`src/hw/rtl/gga_pkg.sv`:
```
// ----------------------------------------------------------------------------
// gga_pkg
// Shared types, character codes and digit helpers of the GGA sentence parser.
// ----------------------------------------------------------------------------
package gga_pkg;

	typedef enum logic [1:0] {
		PH_IDLE,
		PH_HEADER,
		PH_DATA,
		PH_SUM
	} phase_t;

	localparam logic [7:0] CH_DOLLAR = 8'h24;
	localparam logic [7:0] CH_COMMA  = 8'h2C;
	localparam logic [7:0] CH_STAR   = 8'h2A;
	localparam logic [7:0] CH_G      = 8'h47;
	localparam logic [7:0] CH_P      = 8'h50;
	localparam logic [7:0] CH_A      = 8'h41;

	localparam logic [7:0] HDR_LEN    = 8'd5;
	localparam logic [7:0] SUM_DIGITS = 8'd2;
	localparam logic [7:0] SAT_MAX    = 8'd255;

	localparam logic [18:0] SEC_PER_HOUR = 19'd3600;
	localparam logic [18:0] SEC_PER_MIN  = 19'd60;

	localparam int QUEUE_DEPTH = 2;

	typedef logic [3:0] digit_t;

	typedef struct packed {
		logic [7:0]  char_in;
		logic [31:0] now_ms;
	} char_word_t;

	typedef struct packed {
		logic [18:0] time_seconds;
		logic [6:0]  lat_degrees;
		logic [6:0]  lat_minutes;
		logic [6:0]  lon_degrees;
		logic [6:0]  lon_minutes;
		logic        coord_valid;
		logic [31:0] fix_stamp_ms;
	} fix_word_t;

	// digits as captured by the front end, lon_digits holds longitude positions 1..4
	typedef struct packed {
		digit_t [5:0] time_digits;
		digit_t [3:0] lat_digits;
		digit_t [3:0] lon_digits;
		logic         coord_valid;
		logic [31:0]  fix_stamp_ms;
	} snap_t;

	function automatic logic [7:0] header_char(input logic [2:0] idx);
		logic [7:0] ch;
		case (idx)
			3'd0:    ch = CH_G;
			3'd1:    ch = CH_P;
			3'd2:    ch = CH_G;
			3'd3:    ch = CH_G;
			3'd4:    ch = CH_A;
			default: ch = 8'h00;
		endcase
		return ch;
	endfunction

	function automatic digit_t digit_value(input logic [7:0] c);
		digit_t d;
		if (c inside {[8'h30:8'h39]}) d = c[3:0];
		else d = 4'd0;
		return d;
	endfunction

	function automatic digit_t hex_value(input logic [7:0] c);
		digit_t d;
		if (c inside {[8'h30:8'h39]}) d = c[3:0];
		else if (c inside {[8'h41:8'h46], [8'h61:8'h66]}) d = 4'(c[3:0] + 4'd9);
		else d = 4'd0;
		return d;
	endfunction

	function automatic logic [6:0] two_digits(input digit_t hi, input digit_t lo);
		return 7'(7'(hi) * 7'd10 + 7'(lo));
	endfunction

endpackage

```
`src/hw/rtl/gga_stream_if.sv`:
```
// ----------------------------------------------------------------------------
// gga_stream_if
// Valid/ready channel carrying one word of a given payload type.
// ----------------------------------------------------------------------------
interface gga_stream_if #(
	parameter type T = logic
);
	logic valid;
	logic ready;
	T     data;

	modport source (output valid, output data, input ready);
	modport sink (input valid, input data, output ready);
endinterface

```
`src/hw/rtl/gga_front.sv`:
```
// ----------------------------------------------------------------------------
// gga_front
// Sentence scanner: header match, checksum, field capture, fix hand-off.
// ----------------------------------------------------------------------------
module gga_front #(
	parameter int TIME_CHARS = 6,
	parameter int LAT_CHARS  = 4,
	parameter int LON_CHARS  = 5
) (
	input  logic           clk,
	input  logic           arst_n,
	gga_stream_if.sink     sentence,
	input  logic           q_full,
	output logic           push,
	output gga_pkg::snap_t push_data
);

	gga_pkg::phase_t phase_q, phase_d;
	logic [7:0] field_q, field_d;
	logic [7:0] pos_q, pos_d;
	logic [7:0] xor_q, xor_d;
	logic [7:0] rsum_q, rsum_d;
	gga_pkg::digit_t [5:0] time_d_q;
	gga_pkg::digit_t [3:0] lat_d_q;
	gga_pkg::digit_t [3:0] lon_d_q;
	logic [31:0] stamp_q;
	logic        pvalid_q;

	logic [7:0] c;
	logic       accept;
	logic       start;
	logic       store;
	logic       sum_ok;
	logic       hdr_hit;
	logic [7:0] field_inc;
	logic [7:0] pos_inc;
	gga_pkg::digit_t dval;
	gga_pkg::digit_t hval;

	assign c       = sentence.data.char_in;
	assign sentence.ready = !q_full;
	assign accept  = sentence.valid && sentence.ready;
	assign hdr_hit = (pos_q < gga_pkg::HDR_LEN) && (c == gga_pkg::header_char(pos_q[2:0]));
	assign field_inc = (field_q == gga_pkg::SAT_MAX) ? field_q : 8'(field_q + 8'd1);
	assign pos_inc   = (pos_q == gga_pkg::SAT_MAX) ? pos_q : 8'(pos_q + 8'd1);
	assign dval = gga_pkg::digit_value(c);
	assign hval = gga_pkg::hex_value(c);

	// next state
	always_comb begin
		phase_d = phase_q;
		case (phase_q)
			gga_pkg::PH_IDLE: begin
				phase_d = (c == gga_pkg::CH_DOLLAR) ? gga_pkg::PH_HEADER : gga_pkg::PH_IDLE;
			end
			gga_pkg::PH_HEADER: begin
				if (c == gga_pkg::CH_COMMA)
					phase_d = (pos_q == gga_pkg::HDR_LEN) ? gga_pkg::PH_DATA : gga_pkg::PH_IDLE;
				else if (hdr_hit)
					phase_d = gga_pkg::PH_HEADER;
				else
					phase_d = gga_pkg::PH_IDLE;
			end
			gga_pkg::PH_DATA: begin
				phase_d = (c == gga_pkg::CH_STAR) ? gga_pkg::PH_SUM : gga_pkg::PH_DATA;
			end
			gga_pkg::PH_SUM: begin
				phase_d = (pos_q >= gga_pkg::SUM_DIGITS) ? gga_pkg::PH_IDLE : gga_pkg::PH_SUM;
			end
			default: phase_d = gga_pkg::PH_IDLE;
		endcase
	end

	// outputs and datapath updates
	always_comb begin
		field_d = field_q;
		pos_d   = pos_q;
		xor_d   = xor_q;
		rsum_d  = rsum_q;
		start   = 1'b0;
		store   = 1'b0;
		sum_ok  = 1'b0;
		case (phase_q)
			gga_pkg::PH_IDLE: begin
				if (c == gga_pkg::CH_DOLLAR) begin
					start   = 1'b1;
					field_d = 8'd0;
					pos_d   = 8'd0;
					xor_d   = 8'd0;
					rsum_d  = 8'd0;
				end
			end
			gga_pkg::PH_HEADER: begin
				xor_d = xor_q ^ c;
				if (c == gga_pkg::CH_COMMA) begin
					pos_d   = 8'd0;
					field_d = (pos_q == gga_pkg::HDR_LEN) ? 8'd1 : 8'd0;
				end else if (hdr_hit) begin
					pos_d = 8'(pos_q + 8'd1);
				end else begin
					pos_d   = 8'd0;
					field_d = 8'd0;
				end
			end
			gga_pkg::PH_DATA: begin
				if (c == gga_pkg::CH_COMMA) begin
					field_d = field_inc;
					pos_d   = 8'd0;
					xor_d   = xor_q ^ c;
				end else if (c == gga_pkg::CH_STAR) begin
					field_d = field_inc;
					pos_d   = 8'd0;
				end else begin
					store = 1'b1;
					pos_d = pos_inc;
					xor_d = xor_q ^ c;
				end
			end
			gga_pkg::PH_SUM: begin
				if (pos_q >= gga_pkg::SUM_DIGITS) begin
					sum_ok  = (rsum_q == xor_q);
					pos_d   = 8'd0;
					field_d = 8'd0;
				end else begin
					rsum_d = (pos_q == 8'd0) ? {hval, 4'b0000} : 8'(rsum_q + {4'b0000, hval});
					pos_d  = 8'(pos_q + 8'd1);
				end
			end
			default: ;
		endcase
	end

	assign push = accept && sum_ok;
	assign push_data.time_digits  = time_d_q;
	assign push_data.lat_digits   = lat_d_q;
	assign push_data.lon_digits   = lon_d_q;
	assign push_data.coord_valid  = pvalid_q;
	assign push_data.fix_stamp_ms = stamp_q;

	always_ff @(posedge clk or negedge arst_n) begin
		if (!arst_n) begin
			phase_q <= gga_pkg::PH_IDLE;
			field_q <= 8'd0;
			pos_q   <= 8'd0;
			xor_q   <= 8'd0;
			rsum_q  <= 8'd0;
		end else if (accept) begin
			phase_q <= phase_d;
			field_q <= field_d;
			pos_q   <= pos_d;
			xor_q   <= xor_d;
			rsum_q  <= rsum_d;
		end
	end

	always_ff @(posedge clk or negedge arst_n) begin
		if (!arst_n) begin
			time_d_q <= '0;
			lat_d_q  <= '0;
			lon_d_q  <= '0;
			stamp_q  <= 32'd0;
			pvalid_q <= 1'b0;
		end else if (accept) begin
			if (start) begin
				stamp_q  <= 32'd0;
				pvalid_q <= 1'b0;
			end
			if (store) begin
				for (int i = 0; i < 6; i++) begin
					if (field_q == 8'd1 && pos_q == 8'(i)) time_d_q[i] <= dval;
				end
				for (int i = 0; i < 4; i++) begin
					if (field_q == 8'd2 && pos_q == 8'(i) && i < LAT_CHARS) lat_d_q[i] <= dval;
					if (field_q == 8'd4 && pos_q == 8'(i + 1)) lon_d_q[i] <= dval;
				end
				if (field_q == 8'd1 && pos_q == 8'(TIME_CHARS - 1)) stamp_q <= sentence.data.now_ms;
				if (field_q == 8'd4 && pos_q == 8'(LON_CHARS - 1)) pvalid_q <= 1'b1;
			end
		end
	end

	a_dollar_starts: assert property (@(posedge clk) disable iff (!arst_n)
		accept && phase_q == gga_pkg::PH_IDLE && c == gga_pkg::CH_DOLLAR
		|=> phase_q == gga_pkg::PH_HEADER && !pvalid_q && stamp_q == 32'd0)
		else $error("start of sentence did not clear pending fix");

	a_push_phase: assert property (@(posedge clk) disable iff (!arst_n)
		push |-> phase_q == gga_pkg::PH_SUM && pos_q >= gga_pkg::SUM_DIGITS)
		else $error("fix pushed outside checksum end");

	a_push_idle: assert property (@(posedge clk) disable iff (!arst_n)
		push |=> phase_q == gga_pkg::PH_IDLE && pos_q == 8'd0 && field_q == 8'd0)
		else $error("parser not idle after fix");

endmodule

```
`src/hw/rtl/gga_fifo.sv`:
```
// ----------------------------------------------------------------------------
// gga_fifo
// Short queue of captured fixes between the scanner and the converter.
// ----------------------------------------------------------------------------
module gga_fifo (
	input  logic           clk,
	input  logic           arst_n,
	input  logic           wr_en,
	input  gga_pkg::snap_t wr_data,
	output logic           full,
	output logic           rd_valid,
	input  logic           rd_en,
	output gga_pkg::snap_t rd_data
);

	localparam int DEPTH = gga_pkg::QUEUE_DEPTH;
	localparam int PTR_W = (DEPTH > 1) ? $clog2(DEPTH) : 1;
	localparam int CNT_W = $clog2(DEPTH + 1);

	gga_pkg::snap_t entry_q [DEPTH];
	logic [PTR_W-1:0] wr_ptr_q;
	logic [PTR_W-1:0] rd_ptr_q;
	logic [CNT_W-1:0] count_q;
	logic             do_wr;
	logic             do_rd;

	assign full     = (count_q == CNT_W'(DEPTH));
	assign rd_valid = (count_q != '0);
	assign do_wr    = wr_en && !full;
	assign do_rd    = rd_en && rd_valid;
	assign rd_data  = entry_q[rd_ptr_q];

	always_ff @(posedge clk) begin
		if (do_wr) entry_q[wr_ptr_q] <= wr_data;
	end

	always_ff @(posedge clk or negedge arst_n) begin
		if (!arst_n) begin
			wr_ptr_q <= '0;
			rd_ptr_q <= '0;
			count_q  <= '0;
		end else begin
			if (do_wr)
				wr_ptr_q <= (wr_ptr_q == PTR_W'(DEPTH - 1)) ? '0 : PTR_W'(wr_ptr_q + 1'b1);
			if (do_rd)
				rd_ptr_q <= (rd_ptr_q == PTR_W'(DEPTH - 1)) ? '0 : PTR_W'(rd_ptr_q + 1'b1);
			if (do_wr && !do_rd) count_q <= CNT_W'(count_q + 1'b1);
			else if (do_rd && !do_wr) count_q <= CNT_W'(count_q - 1'b1);
		end
	end

	a_count_bound: assert property (@(posedge clk) disable iff (!arst_n)
		count_q <= CNT_W'(DEPTH))
		else $error("queue count beyond depth");

	a_no_overrun: assert property (@(posedge clk) disable iff (!arst_n)
		wr_en |-> !full)
		else $error("write into full queue");

	a_no_underrun: assert property (@(posedge clk) disable iff (!arst_n)
		rd_en |-> rd_valid)
		else $error("read from empty queue");

endmodule

```
`src/hw/rtl/gga_back.sv`:
```
// ----------------------------------------------------------------------------
// gga_back
// Converts captured digits into seconds of day and coordinate values.
// ----------------------------------------------------------------------------
module gga_back (
	input  logic           clk,
	input  logic           arst_n,
	input  logic           q_valid,
	input  gga_pkg::snap_t q_data,
	output logic           pop,
	gga_stream_if.source   fix
);

	logic        v_s1;
	logic [6:0]  hh_s1;
	logic [6:0]  mm_s1;
	logic [6:0]  ss_s1;
	logic [6:0]  latd_s1;
	logic [6:0]  latm_s1;
	logic [6:0]  lond_s1;
	logic [6:0]  lonm_s1;
	logic        cv_s1;
	logic [31:0] stamp_s1;

	logic               v_s2;
	gga_pkg::fix_word_t word_s2;

	logic adv1;
	logic adv2;

	assign adv2 = !v_s2 || fix.ready;
	assign adv1 = !v_s1 || adv2;
	assign pop  = q_valid && adv1;

	always_ff @(posedge clk or negedge arst_n) begin
		if (!arst_n) begin
			v_s1 <= 1'b0;
			v_s2 <= 1'b0;
		end else begin
			if (adv1) v_s1 <= q_valid;
			if (adv2) v_s2 <= v_s1;
		end
	end

	always_ff @(posedge clk) begin
		if (pop) begin
			hh_s1    <= gga_pkg::two_digits(q_data.time_digits[0], q_data.time_digits[1]);
			mm_s1    <= gga_pkg::two_digits(q_data.time_digits[2], q_data.time_digits[3]);
			ss_s1    <= gga_pkg::two_digits(q_data.time_digits[4], q_data.time_digits[5]);
			latd_s1  <= gga_pkg::two_digits(q_data.lat_digits[0], q_data.lat_digits[1]);
			latm_s1  <= gga_pkg::two_digits(q_data.lat_digits[2], q_data.lat_digits[3]);
			lond_s1  <= gga_pkg::two_digits(q_data.lon_digits[0], q_data.lon_digits[1]);
			lonm_s1  <= gga_pkg::two_digits(q_data.lon_digits[2], q_data.lon_digits[3]);
			cv_s1    <= q_data.coord_valid;
			stamp_s1 <= q_data.fix_stamp_ms;
		end
		if (adv2 && v_s1) begin
			word_s2.time_seconds <= 19'(19'(hh_s1) * gga_pkg::SEC_PER_HOUR
				+ 19'(mm_s1) * gga_pkg::SEC_PER_MIN + 19'(ss_s1));
			word_s2.lat_degrees  <= latd_s1;
			word_s2.lat_minutes  <= latm_s1;
			word_s2.lon_degrees  <= lond_s1;
			word_s2.lon_minutes  <= lonm_s1;
			word_s2.coord_valid  <= cv_s1;
			word_s2.fix_stamp_ms <= stamp_s1;
		end
	end

	assign fix.valid = v_s2;
	assign fix.data  = word_s2;

endmodule

```
`src/hw/rtl/gga_sentence_time_position_parser.sv`:
```
// ----------------------------------------------------------------------------
// gga_sentence_time_position_parser
// GGA sentence parser producing time of day, position and capture stamp.
//
// Channels: sentence carries one character word per cycle (char_in, now_ms);
// fix carries one word per sentence whose checksum matched, on the character
// that follows the two checksum digits. Both use valid/ready.
// Throughput: one character per cycle; sentence.ready drops only while the
// two-entry fix queue is full.
// Path: a fix word reaches fix through the queue, the digit stage and the output
// register, in that order, once the character that completes it is taken.
// Stall: while fix.ready is low the output word holds, the converter and the
// queue fill, and the scanner keeps taking characters until the queue holds
// two further fixes.
// Reset: parser returns to waiting for a dollar, stored digits read as zero,
// pending stamp and coordinate flag clear, queue and output empty.
// ----------------------------------------------------------------------------
module gga_sentence_time_position_parser #(
	parameter int TIME_CHARS = 6,
	parameter int LAT_CHARS  = 4,
	parameter int LON_CHARS  = 5
) (
	input  logic         clk,
	input  logic         arst_n,
	gga_stream_if.sink   sentence,
	gga_stream_if.source fix
);

	logic           q_full;
	logic           push;
	gga_pkg::snap_t push_data;
	logic           q_valid;
	logic           pop;
	gga_pkg::snap_t q_data;

	gga_front #(
		.TIME_CHARS (TIME_CHARS),
		.LAT_CHARS  (LAT_CHARS),
		.LON_CHARS  (LON_CHARS)
	) u_front (
		.clk       (clk),
		.arst_n    (arst_n),
		.sentence  (sentence),
		.q_full    (q_full),
		.push      (push),
		.push_data (push_data)
	);

	gga_fifo u_fifo (
		.clk      (clk),
		.arst_n   (arst_n),
		.wr_en    (push),
		.wr_data  (push_data),
		.full     (q_full),
		.rd_valid (q_valid),
		.rd_en    (pop),
		.rd_data  (q_data)
	);

	gga_back u_back (
		.clk     (clk),
		.arst_n  (arst_n),
		.q_valid (q_valid),
		.q_data  (q_data),
		.pop     (pop),
		.fix     (fix)
	);

endmodule

```
`src/flat_wrapper.sv`:
```
// flat-port wrapper written by rule: the top's interface ports become plain ports
module gga_sentence_time_position_parser_flat 
#(
	parameter int TIME_CHARS = 6,
	parameter int LAT_CHARS  = 4,
	parameter int LON_CHARS  = 5
)
  (clk, arst_n, sentence_valid, sentence_data, sentence_ready, fix_valid, fix_data, fix_ready);
  gga_stream_if #(.T(gga_pkg::char_word_t)) sentence_i ();
  gga_stream_if #(.T(gga_pkg::fix_word_t)) fix_i ();
  input  logic clk;
  input  logic arst_n;
  input wire logic [$bits(sentence_i.valid)-1:0] sentence_valid;
  input wire logic [$bits(sentence_i.data)-1:0] sentence_data;
  output wire logic [$bits(sentence_i.ready)-1:0] sentence_ready;
  output wire logic [$bits(fix_i.valid)-1:0] fix_valid;
  output wire logic [$bits(fix_i.data)-1:0] fix_data;
  input wire logic [$bits(fix_i.ready)-1:0] fix_ready;
  assign sentence_i.valid = sentence_valid;
  assign sentence_i.data = sentence_data;
  assign sentence_ready = sentence_i.ready;
  assign fix_valid = fix_i.valid;
  assign fix_data = fix_i.data;
  assign fix_i.ready = fix_ready;
  gga_sentence_time_position_parser #(.TIME_CHARS(TIME_CHARS), .LAT_CHARS(LAT_CHARS), .LON_CHARS(LON_CHARS)) u_core (.clk(clk), .arst_n(arst_n), .sentence(sentence_i), .fix(fix_i));
endmodule
```
`config.mk`:
```
export PLATFORM = sky130hd
export DESIGN_NAME = gga_sentence_time_position_parser_flat
export DESIGN_NICKNAME = d
export VERILOG_FILES = /design/src/hw/rtl/gga_pkg.sv /design/src/hw/rtl/gga_stream_if.sv /design/src/hw/rtl/gga_front.sv /design/src/hw/rtl/gga_fifo.sv /design/src/hw/rtl/gga_back.sv /design/src/hw/rtl/gga_sentence_time_position_parser.sv /design/src/flat_wrapper.sv
export SDC_FILE = /design/constraint.sdc
export NUM_CORES = 1
export LEC_CHECK = 0
export BUFFER_PORTS_ARGS = -buffer_cell sky130_fd_sc_hd__buf_4
export CAP_MARGIN = 20
export CORE_ASPECT_RATIO = 1.1
export CORE_MARGIN = 2
export CORE_UTILIZATION = 43
export DETAILED_ROUTE_END_ITERATION = 7
export MAX_ROUTING_LAYER = met4
export SKIP_CTS_REPAIR_TIMING = 1
export SLEW_MARGIN = 20
export SYNTH_ARGS = -nofsm -noshare
export SYNTH_HDL_FRONTEND = slang
export SYNTH_SLANG_ARGS = --single-unit
```
`constraint.sdc`:
```
create_clock -name clk -period 5.9 [get_ports clk]
set_input_delay 1.18 -clock clk [delete_from_list [all_inputs] [get_ports clk]]
set_output_delay 1.18 -clock clk [all_outputs]
set_load 0.005 [all_outputs]
```
Word level (Yosys, flattened, before mapping)
Memory sizes are Yosys's and may differ from the RTL's.
Index checks and enable logic that the tools add are counted.
{"block": "op_classes", "reduce_logical": 60, "n_mux": 52, "magnitude_cmp": 8, "addsub": 17, "eq_ne": 30, "mul": 9, "n_bitwise": 1, "div": 0, "n_shift": 0}
{"cell": "2-to-1 mux 8 bit", "n": 17}
{"cell": "2-to-1 mux 32 bit", "n": 3}
{"cell": "one-hot mux 8 bit (4 select lines)", "n": 2}
{"cell": "adder 7 x 4 -> 7 bit", "n": 7}
{"cell": "AND reduction 3 bit", "n": 15}
{"cell": "multiplier 4 x 3 -> 6 bit (second input constant)", "n": 7}
{"cell": "logical AND 1 bit", "n": 26}
{"cell": "== test 8 x 2 -> 1 bit (second input constant)", "n": 3}
{"cell": "== test 8 x 3 -> 1 bit (second input constant)", "n": 3}
{"cell": "== test 8 x 6 -> 1 bit (second input constant)", "n": 3}
{"cell": "one-hot mux 8 bit (3 select lines)", "n": 1}
{"cell": "one-hot mux 7 bit (3 select lines)", "n": 1}
{"cell": "adder 19 x 13 -> 19 bit", "n": 1}
{"cell": "adder 19 x 7 -> 19 bit", "n": 1}
{"cell": "2-to-1 mux 1 bit", "n": 18}
{"cell": "adder 8 x 1 -> 8 bit (second input constant)", "n": 2}
{"cell": "== test 8 x 1 -> 1 bit (second input constant)", "n": 2}
{"cell": "== test 8 bit", "n": 2}
{"cell": "== test 8 bit (second input constant)", "n": 2}
{"cell": "greater-or-equal comparator 8 x 7 -> 1 bit (second input constant)", "n": 2}
{"cell": "<= comparator 8 x 7 -> 1 bit (second input constant)", "n": 2}
{"cell": "one-hot mux 8 bit (2 select lines)", "n": 1}
{"cell": "multiplier 7 x 8 -> 15 bit (second input constant)", "n": 1}
{"cell": "2-to-1 mux 4 bit", "n": 3}
{"cell": "other kinds (31)", "n": 52}
{"block": "totals", "mem_count": 1, "input_bits": 44, "ramBits": 178, "mem_bits_ro": 0, "out_inout_bits": 82, "latchBits": 0, "elab_cells": 220, "regBits": 291}
{"name": "u_core.u_fifo.entry_q", "depth": 2, "word_bits": 89, "read_ports": 1, "rd_clocked_by_memory_dff": 0, "write_ports": 1, "line": "gga_fifo.sv:20", "source": "gga_pkg::snap_t entry_q [DEPTH];"}

Depth between registers and ports, before layout
Gate-level depths: netlist of the first run.
{"block": "depth", "depth_word": 9, "mapped_depth": 19, "depth_no_buf": 19}

Cells and area by module
A second synthesis of the first run with hierarchy kept.
{"block": "unflattened", "cells_unflattened": 1538, "hier_area_um2": 21802.2}
{"module": "gga_back", "seq_area_each_um2": 4914.7, "area_each_um2": 8587.0, "cells_each": 585, "instances": 1}
{"module": "gga_fifo", "seq_area_each_um2": 5445.2, "area_each_um2": 7073.0, "cells_each": 296, "instances": 1}
{"module": "gga_front", "seq_area_each_um2": 3078.0, "area_each_um2": 6142.1, "cells_each": 657, "instances": 1}

Worst setup path before layout of the first run
OpenSTA, ideal clock, no wires.
{"block": "synth_timing", "kind": "in2reg", "from": "input sentence_valid", "to": "memory u_core.u_fifo.entry_q[0][0] (netlist name), enable pin", "stages": 5, "required_time_ns": 5.363, "path_slack_ns": -0.138, "setup_time_ns": 0.537, "arrival_time_ns": 5.501, "path_buffers": 0, "cell_sequence": "nand2_1 > nor4_1 > nand4_1 > a21o_1 > nor2_1"}
{"block": "synth_between", "elab_chain_cells": 5}
{"item": "start, declared", "line": "flat_wrapper.sv:13", "source": "input wire logic [$bits(sentence_i.valid)-1:0] sentence_valid;"}
{"item": "logical AND 1 bit", "line": "gga_front.sv:42", "source": "assign accept = sentence.valid && sentence.ready;"}
{"item": "logical AND 1 bit", "line": "gga_front.sv:133", "source": "assign push = accept && sum_ok;"}
{"item": "logical AND 1 bit", "line": "gga_fifo.sv:29", "source": "assign do_wr = wr_en && !full;"}
{"item": "2-to-1 mux 1 bit", "line": "gga_fifo.sv:34", "source": "if (do_wr) entry_q[wr_ptr_q] <= wr_data;"}
{"item": "2-to-1 mux 1 bit (not written as such)", "line": "gga_fifo.sv:34"}
{"item": "end, declared", "line": "gga_fifo.sv:20"}
No other way between the ends.

Worst setup path after layout of the first run
{"block": "layout_timing", "from": "register u_core.u_back.mm_s1[2]", "to": "register u_core.u_back.word_s2, in the netlist u_core.u_back.fix.data[77], data pin"}
{"block": "layout_between", "elab_chain_cells": 3}
{"item": "start, declared", "line": "gga_back.sv:16", "source": "logic [6:0] mm_s1;"}
{"item": "start signal, assigned", "line": "gga_back.sv:48", "source": "mm_s1 <= gga_pkg::two_digits(q_data.time_digits[2], q_data.time_digits[3]);"}
{"item": "multiplier 7 x 4 -> 11 bit", "line": "gga_back.sv:59", "source": "+ 19'(mm_s1) * gga_pkg::SEC_PER_MIN + 19'(ss_s1));"}
{"item": "adder 19 x 13 -> 19 bit", "line": "gga_back.sv:59"}
{"item": "adder 19 x 7 -> 19 bit", "line": "gga_back.sv:59"}
{"item": "end, declared", "line": "gga_back.sv:26", "source": "gga_pkg::fix_word_t word_s2;"}
No other way between the ends.
A chain may end at the register's enable or synchronous reset.

==> impl_metrics.py, run 1 <==
metrics = {
    "worst_setup_path": {
        "cp-end-kind": "flip-flop",
        "cp_max_fo": 5,
        "cpLargestDelayFamily": "adder cells",
        "r2r_cells": 19,
        "arrival_ns": 5.59,
        "slowest_stage": "o41ai_1",
        "cpMostUsedCell": "fa_1",
        "crit_path_cell_trace": "inv_1, fa_1, fa_1, inv_1, fa_1, a21o_1, a21oi_1, nor2b_1, o21ai_0, nor2b_1, xnor2_1, ha_1, ha_1, a21oi_1, nand2_1, a21o_1, o41ai_1, nor3_1, xor2_1",
        "critPathBufInv": 2,
        "critPathLaunchType": "flip-flop",
        "rrSetupSlack_ns": 0.63,
        "slowest_delay_ns": 0.62,
        "worst_ep_required_time_ns": 6.23,
        "worst-setup-path-type": "reg -> reg",
        "cp_num_cells": 19,
        "startpoint": "u_core.u_back.mm_s1[2]$_DFFE_PP_",
        "regToRegStartpoint": "u_core.u_back.mm_s1[2]$_DFFE_PP_",
        "r2r-end": "u_core.u_back.fix.data[77]$_DFFE_PP_",
        "crit_end": "u_core.u_back.fix.data[77]$_DFFE_PP_",
    },
    "clock_tree": {
        "clock_latency_ns": 0.59,
        "clockBufferDepth": 3,
        "cts-buffers-inserted": 49,
        "clk_pin_slew_ns": 0.06,
        "clk_root_buffer_cell": "clkbuf_16",
        "h-tree-depth": 2,
        "cts_tree": "done",
        "cts.sinks": 469,
    },
    "yosys": {
        "synth_fp_nets": 1670,
        "synth.avg_cell_area_um2": 14.7,
        "syn_inst": 1458,
        "ys_async_sr_fraction": 0.275,
        "ys_types": 84,
        "seq_area_frac_synth": 0.626,
        "yosys_warnings": 0,
        "synth-seq-cells": 469,
        "synth-edff-count": 340,
        "synth_flop_cell": "edfxtp_1",
        "syn_area_mm2": 0.0215,
    },
    "routing": {
        "drc": 0,
        "wl_per_cell_um": 17.7,
        "dr.pass1.iters": 5,
        "wl_um": 40700,
        "drt_iter0_drc": 634,
        "num_vias": 11700,
        "viasPerCell": 5.11,
        "ant_nets": 0,
    },
    "cells_and_area": {
        "n_antenna_cell": 0,
        "drive_gt1_frac": 0.232,
        "fin_cells": 2296,
        "fillers": 4239,
        "final_cell_area_mm2": 0.0248,
        "area_growth_pct": 15.7,
        "fin_nets": 1816,
    },
    "sta": {
        "timing.fmax_ghz": 0.190,
        "tns_ns": 0,
        "setup_violations": 0,
        "fin_skew_ns": 0.00962,
        "hold_violations": 0,
        "whs_ns": 0.417,
        "worst_pin_slew_ns": 1.04,
        "period_needed_ns": 5.27,
        "relSlewSlack": 0.305,
        "drv_slew": 0,
        "grt_setup_unrepaired": "false",
        "fin_crit_sh": 0.893,
    },
    "die": {
        "fp-row-count": 85,
        "ios": 126,
        "dieArea_mm2": 0.0517,
        "start_util": 0.437,
        "dieWidth_um": 217,
        "die_h_um": 238,
        "core_mm2": 0.0491,
    },
    "place": {
        "gp_congestion": 0.836,
        "port_buffers": 125,
        "place_area_mm2": 0.0232,
        "placed_cells": 2205,
        "hpwl_um": 26500,
    },
    "global_routing": {
        "grt-ovfl-total": 0,
        "grt_pass1_wl_um": 65000,
        "grt_max_degree": 77,
        "antenna_found_initial": 0,
        "track_usage": 0.165,
        "grt_pass1_vias": 12100,
    },
    "power_and_ir_drop": {
        "finalPower_mw": 7.13,
        "ir_worst_vdd_mv": 0.175,
        "p_leak_nw": 9.77,
        "power.density_mw_per_mm2": 287,
    },
    "job": {
        "maxCapViolations": 0,
    },
    "worst_hold_path": {
        "hold_path.class": "reg -> reg",
    },
    "status": {
        "status": "finished, final reports clean",
    },
}
[cell usage after synthesis, types with 6 or more instances]
cell	count	area (µm²)
and3_1	11	68.8
nor3_1	6	30.0
o21a_1	6	45.0
o31ai_1	12	90.1
nand3b_1	8	60.1
dfrtp_1	129	3230
xnor2_1	43	377
a21o_1	20	150
nand2b_1	6	37.5
nand2_1	103	387
ha_1	133	1660
nor2_1	36	135
a21oi_1	24	120
xor2_1	19	166
o21ai_0	27	135
inv_1	100	375
edfxtp_1	340	10200
nand4_1	16	100
fa_1	35	701
nor2b_1	17	106
nand3_1	47	235
mux2i_1	15	150
buf_1	8	30.0
xnor3_1	7	158
a22o_1	13	114
clkbuf_1	17	63.8
buf_2	11	55.1
mux2_2	134	1510
[registers in the layout (all words and copies together) (netlist names), 2 cells and up]
name                      flops
u_core.u_front.xor_q          8
u_core.u_back.ss_s1           7
u_core.u_fifo.count_q         2
u_core.u_back.latm_s1         7
u_core.u_front.phase_q        2
u_core.u_back.lonm_s1         7
u_core.u_back.latd_s1         7
u_core.u_fifo.entry_q       178
u_core.u_front.push_data     56
u_core.u_front.field_q        8
u_core.u_front.stamp_q       32
u_core.u_back.stamp_s1       32
u_core.u_back.lond_s1         7
u_core.u_back.fix.data       80
u_core.u_front.rsum_q         8
u_core.u_front.pos_q          8
u_core.u_back.mm_s1           7
u_core.u_back.hh_s1           7
[per-layer routing]
metal | up-vias | track usage | wire, µm
li1 | 5642 | - | -
met1 | 5862 | 0.203 | 17900
met2 | 188 | 0.280 | 20600
met3 | 52 | 0.0291 | 1430
met4 | 0 | 0.0444 | 796
met5 | - | - | 0
[worst min path at each step]
stage | start | depth (start not counted) | slack (ns) | end
after floorplan | u_core.u_back.stamp_s1[0]$_DFFE_PP_ | 0 | 0.40 | u_core.u_back.fix.data[0]$_DFFE_PP_
after global placement | u_core.u_back.lonm_s1[2]$_DFFE_PP_ | 0 | 0.40 | u_core.u_back.fix.data[35]$_DFFE_PP_
after detailed placement | u_core.u_back.lond_s1[3]$_DFFE_PP_ | 0 | 0.40 | u_core.u_back.fix.data[43]$_DFFE_PP_
after CTS | u_core.u_back.latd_s1[5]$_DFFE_PP_ | 0 | 0.42 | u_core.u_back.fix.data[59]$_DFFE_PP_
after global routing | u_core.u_back.lonm_s1[1]$_DFFE_PP_ | 0 | 0.42 | u_core.u_back.fix.data[34]$_DFFE_PP_
final | u_core.u_back.latm_s1[3]$_DFFE_PP_ | 0 | 0.42 | u_core.u_back.fix.data[50]$_DFFE_PP_
[layout make-up]
type / instances / area (µm²) / share of cell area
Clock buffer: 62 / 1290 / 0.0521
Clock inverter: 29 / 382 / 0.0154
Inverter: 100 / 377 / 0.0152
Multi-Input combinational cell: 846 / 7450 / 0.300
Sequential cell: 469 / 13400 / 0.541
Tap cell: 652 / 816 / 0.0328
Timing Repair Buffer: 138 / 1070 / 0.0432
[placed cells by master, fill, tap and decap left out, types with 27 or more instances in the layout]
cell / Yosys / routed
ha_1: 133 / 133
fa_1: 35 / 35
nor2_1: 36 / 34
nand3_1: 47 / 47
dfrtp_1: 129 / 128
mux2_2: 134 / 134
edfxtp_1: 340 / 340
nand2_1: 103 / 103
o21ai_0: 27 / 27
inv_1: 100 / 99
buf_4: 2 / 135
clkbuf_16: 0 / 49
xnor2_1: 43 / 43
[cells by family (layout without fill, tap and decap cells)]
kind of cell / after synthesis / after routing / synth area share
AND/OR/NAND/NOR: 299 / 299 / 0.0728
multiplexers: 151 / 151 / 0.0783
buffers and inverters: 143 / 329 / 0.0277
XOR/XNOR: 69 / 69 / 0.0326
adder cells (fa/ha/maj): 168 / 168 / 0.110
AO/OA/AOI/OAI: 159 / 159 / 0.0524
flip-flops: 469 / 469 / 0.626
[where the power goes]
part           internal (mW)  switching, mW  total [mW]
combinational          0.138          0.222       0.360
sequential              3.53         0.0522        3.58
clock                   1.92           1.27        3.19
[per-stage QoR]
stage / worst slack [ns] / utilization
2_1_floorplan: -0.138 / -
3_3_place_gp: 0.725 / 0.471
3_5_place_dp: 0.646 / 0.471
4_1_cts: 0.614 / 0.506
5_1_grt: 0.248 / 0.506
6_report: 0.634 / 0.506
[worst reg2reg max path: stages (launching register included)]
cell	delay, ns
edfxtp_1	0.43
inv_1	0.16
fa_1	0.48
fa_1	0.52
inv_1	0.06
fa_1	0.40
a21o_1	0.19
a21oi_1	0.21
nor2b_1	0.07
o21ai_0	0.20
nor2b_1	0.19
xnor2_1	0.13
ha_1	0.25
ha_1	0.36
a21oi_1	0.17
nand2_1	0.09
a21o_1	0.20
o41ai_1	0.62
nor3_1	0.12
xor2_1	0.17
Power figures use the tool's default switching activity.
==> run 2: changes to the inputs <==
--- a/config.mk
+++ b/config.mk
@@ -9,9 +9,10 @@
 export CAP_MARGIN = 20
 export CORE_ASPECT_RATIO = 1.1
 export CORE_MARGIN = 2
-export CORE_UTILIZATION = 43
+export CORE_UTILIZATION = 55
 export DETAILED_ROUTE_END_ITERATION = 7
 export MAX_ROUTING_LAYER = met4
+export PLACE_DENSITY = 0.73
 export SKIP_CTS_REPAIR_TIMING = 1
 export SLEW_MARGIN = 20
 export SYNTH_ARGS = -nofsm -noshare
==> run 2 against run 1 <==
Effect of this change: non-clock buffer count increased by 3; sequential power hardly changed; critical path depth unchanged; largest power group unchanged.
==> impl_metrics.py, run 2 (synthesis gave the netlist of run 1 again) <==
metrics = {
    "status": {
        "status": "finished, final reports clean",
    },
    "worst_setup_path": {
        "crit_end": "u_core.u_back.fix.data[79]$_DFFE_PP_",
        "r2r_cells": 19,
        "cp-end-kind": "flip-flop",
        "slowest_stage": "o41ai_1",
        "arrival_ns": 5.54,
        "rrSetupSlack_ns": 0.65,
        "regToRegStartpoint": "u_core.u_back.mm_s1[2]$_DFFE_PP_",
        "r2r-end": "u_core.u_back.fix.data[79]$_DFFE_PP_",
        "slowest_delay_ns": 0.56,
        "cpMostUsedCell": "fa_1",
        "startpoint": "u_core.u_back.mm_s1[2]$_DFFE_PP_",
        "critPathLaunchType": "flip-flop",
        "cp_max_fo": 5,
        "worst-setup-path-type": "reg -> reg",
        "crit_path_cell_trace": "inv_1, fa_1, fa_1, inv_1, fa_1, a21o_1, a21oi_1, nor2b_1, o21ai_0, nor2b_1, xnor2_1, ha_1, ha_1, a21oi_1, nand2_1, a21o_1, o41ai_1, nand3b_1, xnor2_1",
        "worst_ep_required_time_ns": 6.19,
    },
    "power_and_ir_drop": {
        "ir_worst_vdd_mv": 0.237,
        "power.density_mw_per_mm2": 285,
        "finalPower_mw": 7.03,
        "p_leak_nw": 9.75,
    },
    "clock_tree": {
        "clk_root_buffer_cell": "clkbuf_16",
        "cts_tree": "done",
        "h-tree-depth": 2,
        "clk_pin_slew_ns": 0.06,
        "cts.sinks": 469,
        "clockBufferDepth": 3,
        "clock_latency_ns": 0.58,
        "cts-buffers-inserted": 47,
    },
    "die": {
        "core_mm2": 0.0383,
        "ios": 126,
        "fp-row-count": 75,
        "start_util": 0.561,
        "dieWidth_um": 192,
        "dieArea_mm2": 0.0406,
        "die_h_um": 211,
    },
    "sta": {
        "setup_violations": 0,
        "period_needed_ns": 5.25,
        "hold_violations": 0,
        "worst_pin_slew_ns": 0.972,
        "fin_skew_ns": 0.0282,
        "grt_setup_unrepaired": "false",
        "fin_crit_sh": 0.890,
        "drv_slew": 0,
        "relSlewSlack": 0.344,
        "timing.fmax_ghz": 0.190,
    },
    "place": {
        "gp_congestion": 0.892,
        "port_buffers": 125,
        "hpwl_um": 25600,
        "place_area_mm2": 0.0230,
    },
    "global_routing": {
        "gr-usage-met1": 0.246,
        "gr-usage-met2": 0.356,
        "grt-ovfl-total": 0,
        "busiest_layer": "met2",
        "grt_max_degree": 90,
        "grt_pass1_wl_um": 63100,
        "grt_pass1_vias": 12400,
        "antenna_found_initial": 0,
        "track_usage": 0.205,
        "grt_use_met3": 0.0282,
    },
    "cells_and_area": {
        "drive_gt1_frac": 0.231,
        "layout_commonest_cell": "edfxtp_1",
        "n_antenna_cell": 0,
        "fin_nets": 1817,
        "top_register": "u_core.u_fifo.entry_q",
        "largest_reg_flops": 178,
        "area_growth_pct": 14.6,
        "final_cell_area_mm2": 0.0246,
        "final_cell_mix": "edfxtp_1 (340), buf_4 (138), mux2_2 (134), ha_1 (133), dfrtp_1 (128)",
    },
    "routing": {
        "wl_um": 39200,
        "num_vias": 11900,
        "drt_iter0_drc": 653,
        "dr.pass1.iters": 5,
        "wl_per_cell_um": 18.3,
        "drc": 0,
        "viasPerCell": 5.56,
        "ant_nets": 0,
    },
    "worst_hold_path": {
        "hold_path.class": "reg -> reg",
    },
    "job": {
        "maxCapViolations": 0,
    },
}
run 2: critical path: cells and delay by family (launching register included):
family	cells	cell delay (ns)
buf+inv	2	0.21
compound gates	6	1.53
simple gates	4	0.56
flops	1	0.43
fa+ha+maj	5	2.02
xor+xnor	2	0.23
run 2: worst min-delay path by stage:
stage	slack, ns	from	endpoint	cells after the start
6_report	0.41	u_core.u_back.latd_s1[5]$_DFFE_PP_	u_core.u_back.fix.data[59]$_DFFE_PP_	0
3_3_place_gp	0.40	u_core.u_back.stamp_s1[22]$_DFFE_PP_	u_core.u_back.fix.data[22]$_DFFE_PP_	0
3_5_place_dp	0.40	u_core.u_back.lonm_s1[2]$_DFFE_PP_	u_core.u_back.fix.data[35]$_DFFE_PP_	0
4_1_cts	0.41	u_core.u_back.lonm_s1[2]$_DFFE_PP_	u_core.u_back.fix.data[35]$_DFFE_PP_	0
2_1_floorplan	0.40	u_core.u_back.stamp_s1[0]$_DFFE_PP_	u_core.u_back.fix.data[0]$_DFFE_PP_	0
5_1_grt	0.42	u_core.u_back.stamp_s1[0]$_DFFE_PP_	u_core.u_back.fix.data[0]$_DFFE_PP_	0
run 2: report_power, final:
group	internal (mW)	switching, mW	total, mW	leakage (nW)
sequential	3.53	0.0521	3.58	4.53
clock	1.87	1.22	3.09	0.789
combinational	0.138	0.217	0.354	4.43
run 2: routing by layer:
layer | part of all wire | routed length [µm] | vias up
met5 | 0 | 0 | -
met4 | 0.023 | 896 | 0
met3 | 0.040 | 1550 | 67
met2 | 0.53 | 20700 | 257
met1 | 0.41 | 16000 | 5966
li1 | - | - | 5622
run 2: cell type report:
cell class                 count  area, µm²
fill                        2813      13700
sequential                   469      13400
multi-input combinational    846       7450
clock buffer                  65       1310
timing repair buffer         141       1100
tap                          500        626
inverter                     100        377
clock inverter                22        303
run 2: through the flow:
step | instances | utilization | setup WS, ns | TNS (ns) | hold slack, ns
6_report | 2143 | 0.643 | 0.649 | 0 | 0.411
5_1_grt | 2143 | 0.643 | 0.285 | 0 | 0.417
4_1_cts | 2142 | 0.642 | 0.637 | 0 | 0.412
3_5_place_dp | 2055 | 0.600 | 0.723 | 0 | 0.405
3_3_place_gp | 2055 | 0.600 | 0.781 | 0 | 0.401
2_1_floorplan | 1458 | - | -0.138 | -24.51 | 0.400
